$ cat src/hw/rtl/cau_pkg.sv
// ----------------------------------------------------------------------------
// cau_pkg
// Shared types, command codes and constants of the complex arithmetic unit.
// ----------------------------------------------------------------------------
package cau_pkg;

    // command codes carried in the input tuser
    typedef enum logic [2:0] {
        CMD_ADD   = 3'd0,
        CMD_SUB   = 3'd1,
        CMD_MUL   = 3'd2,
        CMD_DIV   = 3'd3,
        CMD_POLAR = 3'd4
    } t_cmd;

    // angle datapath
    localparam int CORW      = 64;     // CORDIC x/y width
    localparam int ZW        = 33;     // angle accumulator width, 30 fraction bits
    localparam int ATW       = 30;     // width of one arctangent table entry
    localparam int ANG_FRAC  = 30;
    localparam int ANG_W     = 16;     // output angle, Q3.13
    localparam int ANG_MAX   = 25736;
    localparam int TABLE_LEN = 24;

    // per-stage control that rides along with each word
    typedef struct packed {
        logic vld;
        t_cmd cmd;
        logic ovf;      // add/sub/mul result saturated
        logic dz;       // zero divisor
        logic neg_re;   // sign of real quotient
        logic neg_im;   // sign of imaginary quotient
        logic big_re;   // real quotient far out of range
        logic big_im;
        logic zvec;     // polar operand is the zero vector
    } t_ctl;

    // atan(2^-idx) in units of 2^-30 rad
    function automatic logic [ATW-1:0] f_atan(input logic [4:0] idx);
        logic [ATW-1:0] v;
        case (idx)
            5'd0:    v = 30'd843314857;
            5'd1:    v = 30'd497837829;
            5'd2:    v = 30'd263043837;
            5'd3:    v = 30'd133525159;
            5'd4:    v = 30'd67021687;
            5'd5:    v = 30'd33543516;
            5'd6:    v = 30'd16775851;
            5'd7:    v = 30'd8388437;
            5'd8:    v = 30'd4194283;
            5'd9:    v = 30'd2097149;
            5'd10:   v = 30'd1048576;
            5'd11:   v = 30'd524288;
            5'd12:   v = 30'd262144;
            5'd13:   v = 30'd131072;
            5'd14:   v = 30'd65536;
            5'd15:   v = 30'd32768;
            5'd16:   v = 30'd16384;
            5'd17:   v = 30'd8192;
            5'd18:   v = 30'd4096;
            5'd19:   v = 30'd2048;
            5'd20:   v = 30'd1024;
            5'd21:   v = 30'd512;
            5'd22:   v = 30'd256;
            5'd23:   v = 30'd128;
            default: v = '0;
        endcase
        return v;
    endfunction

endpackage

$ cat src/hw/rtl/cau_iter_stage.sv
// ----------------------------------------------------------------------------
// cau_iter_stage
// One pipeline stage of the iterative units, each unit active in its range:
// a quotient bit for both dividers, a root bit, a CORDIC micro-rotation.
// ----------------------------------------------------------------------------
module cau_iter_stage #(
    parameter int DATA_WIDTH   = 16,
    parameter int CORDIC_STEPS = 16,
    parameter int STAGE        = 0
) (
    input  logic                               i_clk,
    input  logic                               i_rst_n,
    input  logic                               i_ce,
    input  cau_pkg::t_ctl                      i_ctl,
    output cau_pkg::t_ctl                      o_ctl,
    input  logic [DATA_WIDTH-1:0]              i_res_re,
    input  logic [DATA_WIDTH-1:0]              i_res_im,
    output logic [DATA_WIDTH-1:0]              o_res_re,
    output logic [DATA_WIDTH-1:0]              o_res_im,
    input  logic [DATA_WIDTH:0]                i_dvd_re,
    input  logic [DATA_WIDTH:0]                i_dvd_im,
    output logic [DATA_WIDTH:0]                o_dvd_re,
    output logic [DATA_WIDTH:0]                o_dvd_im,
    input  logic [2*DATA_WIDTH-1:0]            i_rem_re,
    input  logic [2*DATA_WIDTH-1:0]            i_rem_im,
    output logic [2*DATA_WIDTH-1:0]            o_rem_re,
    output logic [2*DATA_WIDTH-1:0]            o_rem_im,
    input  logic [DATA_WIDTH:0]                i_q_re,
    input  logic [DATA_WIDTH:0]                i_q_im,
    output logic [DATA_WIDTH:0]                o_q_re,
    output logic [DATA_WIDTH:0]                o_q_im,
    input  logic [2*DATA_WIDTH-1:0]            i_den,
    output logic [2*DATA_WIDTH-1:0]            o_den,
    input  logic [2*DATA_WIDTH-1:0]            i_sq,
    output logic [2*DATA_WIDTH-1:0]            o_sq,
    input  logic [DATA_WIDTH:0]                i_srem,
    output logic [DATA_WIDTH:0]                o_srem,
    input  logic [DATA_WIDTH-1:0]              i_root,
    output logic [DATA_WIDTH-1:0]              o_root,
    input  logic signed [cau_pkg::CORW-1:0]    i_x,
    input  logic signed [cau_pkg::CORW-1:0]    i_y,
    output logic signed [cau_pkg::CORW-1:0]    o_x,
    output logic signed [cau_pkg::CORW-1:0]    o_y,
    input  logic signed [cau_pkg::ZW-1:0]      i_z,
    output logic signed [cau_pkg::ZW-1:0]      o_z
);
    import cau_pkg::*;

    localparam int W  = DATA_WIDTH;
    localparam int RW = 2 * DATA_WIDTH;

    // restoring divide step: returns {quotient bit, new remainder}
    function automatic logic [RW:0] f_dstep(input logic [RW-1:0] rem, input logic bin,
                                            input logic [RW-1:0] den);
        logic [RW-1:0] sh;
        logic          ge;
        sh = {rem[RW-2:0], bin};
        ge = (sh >= den);
        return {ge, ge ? sh - den : sh};
    endfunction

    logic [RW-1:0]             n_rem_re, n_rem_im;
    logic [W:0]                n_q_re, n_q_im;
    logic [W:0]                n_srem;
    logic [W-1:0]              n_root;
    logic signed [CORW-1:0]    n_x, n_y;
    logic signed [ZW-1:0]      n_z;

    t_ctl                      r_ctl;
    logic [W-1:0]              r_res_re, r_res_im;
    logic [W:0]                r_dvd_re, r_dvd_im;
    logic [RW-1:0]             r_rem_re, r_rem_im;
    logic [W:0]                r_q_re, r_q_im;
    logic [RW-1:0]             r_den, r_sq;
    logic [W:0]                r_srem;
    logic [W-1:0]              r_root;
    logic signed [CORW-1:0]    r_x, r_y;
    logic signed [ZW-1:0]      r_z;

    // divider bit
    generate
        if (STAGE <= W) begin : g_div
            localparam int DB = W - STAGE;
            logic [RW:0] w_re, w_im;
            always_comb begin
                w_re     = f_dstep(i_rem_re, i_dvd_re[DB], i_den);
                w_im     = f_dstep(i_rem_im, i_dvd_im[DB], i_den);
                n_rem_re = w_re[RW-1:0];
                n_rem_im = w_im[RW-1:0];
                n_q_re   = {i_q_re[W-1:0], w_re[RW]};
                n_q_im   = {i_q_im[W-1:0], w_im[RW]};
            end
        end else begin : g_nodiv
            always_comb begin
                n_rem_re = i_rem_re;
                n_rem_im = i_rem_im;
                n_q_re   = i_q_re;
                n_q_im   = i_q_im;
            end
        end
    endgenerate

    // square root bit, two radicand bits per step
    generate
        if (STAGE < W) begin : g_sqrt
            localparam int P = W - 1 - STAGE;
            logic [W+2:0] w_sh, w_t;
            logic         w_ge;
            always_comb begin
                w_sh   = {i_srem, i_sq[2*P+1 -: 2]};
                w_t    = {1'b0, i_root, 2'b01};
                w_ge   = (w_sh >= w_t);
                n_srem = w_ge ? (W+1)'(w_sh - w_t) : (W+1)'(w_sh);
                n_root = {i_root[W-2:0], w_ge};
            end
        end else begin : g_nosqrt
            always_comb begin
                n_srem = i_srem;
                n_root = i_root;
            end
        end
    endgenerate

    // CORDIC micro-rotation
    generate
        if (STAGE < CORDIC_STEPS) begin : g_cordic
            localparam logic signed [ZW-1:0] ATN = ZW'(f_atan(5'(STAGE)));
            logic signed [CORW-1:0] w_dx, w_dy;
            always_comb begin
                w_dx = i_y >>> STAGE;
                w_dy = i_x >>> STAGE;
                if (!i_y[CORW-1]) begin
                    n_x = i_x + w_dx;
                    n_y = i_y - w_dy;
                    n_z = i_z + ATN;
                end else begin
                    n_x = i_x - w_dx;
                    n_y = i_y + w_dy;
                    n_z = i_z - ATN;
                end
            end
        end else begin : g_nocordic
            always_comb begin
                n_x = i_x;
                n_y = i_y;
                n_z = i_z;
            end
        end
    endgenerate

    always_ff @(posedge i_clk) begin
        if (!i_rst_n) begin
            r_ctl <= '0;
        end else if (i_ce) begin
            r_ctl <= i_ctl;
        end
    end

    always_ff @(posedge i_clk) begin
        if (i_ce) begin
            r_res_re <= i_res_re;
            r_res_im <= i_res_im;
            r_dvd_re <= i_dvd_re;
            r_dvd_im <= i_dvd_im;
            r_rem_re <= n_rem_re;
            r_rem_im <= n_rem_im;
            r_q_re   <= n_q_re;
            r_q_im   <= n_q_im;
            r_den    <= i_den;
            r_sq     <= i_sq;
            r_srem   <= n_srem;
            r_root   <= n_root;
            r_x      <= n_x;
            r_y      <= n_y;
            r_z      <= n_z;
        end
    end

    assign o_ctl    = r_ctl;
    assign o_res_re = r_res_re;
    assign o_res_im = r_res_im;
    assign o_dvd_re = r_dvd_re;
    assign o_dvd_im = r_dvd_im;
    assign o_rem_re = r_rem_re;
    assign o_rem_im = r_rem_im;
    assign o_q_re   = r_q_re;
    assign o_q_im   = r_q_im;
    assign o_den    = r_den;
    assign o_sq     = r_sq;
    assign o_srem   = r_srem;
    assign o_root   = r_root;
    assign o_x      = r_x;
    assign o_y      = r_y;
    assign o_z      = r_z;

endmodule
$ cat config.mk
export PLATFORM = sky130hd
export DESIGN_NAME = cau_iter_stage
export DESIGN_NICKNAME = d
export VERILOG_FILES = /design/src/hw/rtl/cau_pkg.sv /design/src/hw/rtl/cau_iter_stage.sv
export SDC_FILE = /design/constraint.sdc
export NUM_CORES = 1
export LEC_CHECK = 0
export BUFFER_PORTS_ARGS = -buffer_cell sky130_fd_sc_hd__buf_2
export CORE_AREA = 4 4 335 337
export DETAILED_ROUTE_END_ITERATION = 6
export DIE_AREA = 0 0 339 341
export GPL_ROUTABILITY_DRIVEN = 0
export HOLD_SLACK_MARGIN = 0.03
export PLACE_DENSITY_LB_ADDON = 0.05
export SLEW_MARGIN = 20
export SYNTH_ARGS = -nofsm -noshare
export SYNTH_HDL_FRONTEND = slang
export SYNTH_SLANG_ARGS = --single-unit
$ cat constraint.sdc
create_clock -name i_clk -period 7.8 [get_ports i_clk]
set_clock_uncertainty 0.1 [all_clocks]
set_input_delay 1.56 -clock i_clk [delete_from_list [all_inputs] [get_ports i_clk]]
set_output_delay 1.56 -clock i_clk [all_outputs]
set_load 0.05 [all_outputs]
==> impl_metrics.tcl <==
set metrics [dict create \
    vdd_ir_drop_max_mv 0.164 \
    overflow 0 \
    synth-async-reset-ratio 0 \
    netlist.area_leader.share 0.400 \
    synth_edf_count 421 \
    cts_num_sinks 432 \
    synth_seq_area_share 0.407 \
    syn_inst 3339 \
    p_total_w 0.00913 \
    post-route-period-util 0.756 \
    relSlewSlack 0.372 \
    synth_area_sq_um 31600 \
    hold_start "o_ctl[8]" \
    rrSetupSlack_ps 7060 \
    htree_levels 2 \
    critPathKind "input port to flop" \
    critPathLaunchType "input port" \
    ant_nets 0 \
    power_density_nw_per_um2 231 \
    drc_errors 0 \
    crit_chain "buf_2, inv_1, ha_1, fa_1, nand2b_1, a21oi_1, o21ai_0, o21ai_1, a211oi_1, buf_4, o31ai_1, a21oi_1, o21bai_1, a211o_1, o21ai_0, xnor2_1" \
    syn_nets 4097 \
    synth_common_cells "edfxtp_1, a21oi_1, ha_1" \
    rsz0062_at_grt "no" \
    dp.final_hpwl_mm 112 \
    grt_pass1_vias 28100 \
    synth.most_common_cell "edfxtp_1" \
    hold_viol_final 0 \
    leakagePower_nw 17.2 \
    fin_tns_setup_ps 0 \
    hold_path.class "flop to flop" \
    min_period_ps 5900 \
    cp_max_fo 5 \
    routedWlPerCell_um 24.2 \
    whs_ps 406 \
    synth_area_per_cell_sq_um 9.48 \
    drtIter0Drc 1737 \
    coreArea_sq_um 109000 \
    fp.dieH_um 341 \
    drt-total-wl_mm 136 \
    path_clk_slew_ps 60 \
    cp-end-kind "flop" \
    yosys-top-cells-area "edfxtp_1, ha_1, a21oi_1, xnor2_1, o21ai_0" \
    yosys_warnings 0 \
    placedCellCount 5511 \
    cts_tree "yes" \
    fillerInstances 11400 \
    port_buffers 864 \
    die_w_um 339 \
    dieArea_sq_um 116000 \
    rows 121 \
    rr_worst_depth 2 \
    instances_no_fill 5643 \
    cts_buffers 56 \
    synth_seq_cells 432 \
    clock_latency_ps 640 \
    required_ps 8090 \
    synth_ff_type "edfxtp_1" \
    worst_pin_slew_ps 942 \
    firstDrtPassIters 6 \
    initial_core_util 0.291 \
    ioPinCount 869 \
    max_stage_delay_ps 750 \
    nets 4913 \
    area_delta_synth_final_pct 24.7 \
    min_to "o_ctl[8]" \
    timing.rr.start "o_ctl[5]" \
    ys_types 90 \
    cts.path.max_buffers 3 \
    grt_pass1_wl_mm 194 \
    groute.usage.overall 0.224 \
    setup_viol 0 \
    cp_data_arrival_time_ps 6190 \
    hold_buffers 0 \
    drv_slew 0 \
    fin_util 0.362 \
    drive_above_1_share 0.246 \
    drv_cap 0 \
    postCtsSetupBuffers 0 \
    r2r_end "o_ctl[5]" \
    min_path_cells 2 \
    vias 28600 \
    grt_antenna_before_repair 63 \
    vias_per_cell 5.07 \
    synth_top_area_cell "edfxtp_1" \
    cts-root-buf "clkbuf_16" \
    grt_max_degree 127 \
    status "finished, final reports clean" \
    slowest_stage "o31ai_1" \
    fmax_mhz 170 \
    ctsResizeCount 0 \
]
final cells by class:
class / count / area (sq um) / share of cell area
inverters: 280 / 1050 / 0.0267
clock inverters: 35 / 454 / 0.0115
clock buffers: 69 / 1500 / 0.0381
well taps: 1414 / 1770 / 0.0449
flip-flops and latches: 432 / 12900 / 0.326
repair buffers: 880 / 4490 / 0.114
multi-input cells: 2505 / 17200 / 0.437
diodes: 28 / 70.1 / 0.00178
sequential cells by signal (all words and copies together) (netlist names):
register and cells:
o_res_re 16, o_den 32, o_y 63, o_q_im 17, o_dvd_re 17, o_rem_im 32
o_ctl 11, o_z 33, o_sq 32, o_root 16, o_x 64, o_q_re 17
o_rem_re 32, o_dvd_im 17, o_srem 17, o_res_im 16
worst max-delay path by stage:
stage	start	to	slack, ps	depth (start not counted)
2_1_floorplan	i_y[63]	o_z[29]	2580	16
3_3_place_gp	i_y[0]	o_y[58]	1230	16
3_5_place_dp	i_y[0]	o_y[58]	1340	16
4_1_cts	i_y[0]	o_y[58]	2040	16
5_1_grt	i_y[0]	o_y[50]	1730	16
6_report	i_y[0]	o_y[58]	1900	16
cells by family (layout without fill, tap and decap cells):
group	Yosys count	in the layout	share of synthesized area
muxes	58	58	0.0189
and+or+nand+nor	796	796	0.117
AOI/OAI and AO/OA	1105	1105	0.218
other	0	28	0
buffers and inverters	402	1264	0.0491
adders and majority gates	322	322	0.129
DFF	432	432	0.407
xor gates and xnor gates	224	224	0.0620
worst max-delay path: cells and delay by family:
family	cells	cell delay (ps)
and+or+nand+nor	1	180
xor gates and xnor gates	1	190
buffers and inverters	3	350
adders and majority gates	2	630
AOI/OAI and AO/OA	9	3270
cell usage in the layout (no fill, tap or decap), types with 11 or more instances in the layout:
cell type | synthesis | final
xnor2_1 | 179 | 179
nor2_1 | 258 | 258
diode_2 | 0 | 28
a21o_1 | 83 | 83
or2_2 | 12 | 12
a21oi_1 | 398 | 398
o21bai_1 | 84 | 84
nor4_1 | 22 | 22
mux2i_1 | 43 | 43
o221ai_1 | 11 | 11
mux2_2 | 15 | 15
nand2b_1 | 28 | 28
inv_1 | 266 | 266
a211oi_1 | 32 | 32
and3_1 | 13 | 13
buf_4 | 3 | 14
ha_1 | 317 | 317
o21a_1 | 35 | 35
buf_2 | 21 | 862
xor2_1 | 45 | 45
nand2_1 | 214 | 214
a211o_1 | 14 | 14
o211ai_1 | 16 | 16
nor2b_1 | 43 | 43
dfxtp_1 | 11 | 11
nor3_1 | 56 | 56
clkinv_1 | 11 | 16
a31oi_1 | 25 | 24
o31a_1 | 14 | 13
o31ai_1 | 30 | 30
nand4_1 | 52 | 52
o21ai_0 | 256 | 256
edfxtp_1 | 421 | 421
clkbuf_16 | 0 | 57
nand3_1 | 60 | 60
routing by layer:
metal | global-route usage | share of wire | wire length [um]
met4 | 0.0704 | 0.028 | 3870
met5 | 0 | 0.0011 | 149
met2 | 0.382 | 0.48 | 66100
met1 | 0.279 | 0.42 | 56900
met3 | 0.0562 | 0.069 | 9420
metrics by stage:
stage	instance area (sq um)	setup slack, ps
2_1_floorplan	31600	2580
3_3_place_gp	37400	1230
3_5_place_dp	37400	1340
4_1_cts	39400	2040
5_1_grt	39400	1730
6_report	39400	1900
where the power goes:
group | internal (W) | leakage, nW | switching, W
registers | 0.00292 | 4.21 | 0.0000799
clock network | 0.00167 | 0.944 | 0.00111
logic | 0.000894 | 12.0 | 0.00245
No activity file was read; power rests on OpenSTA's default activity.
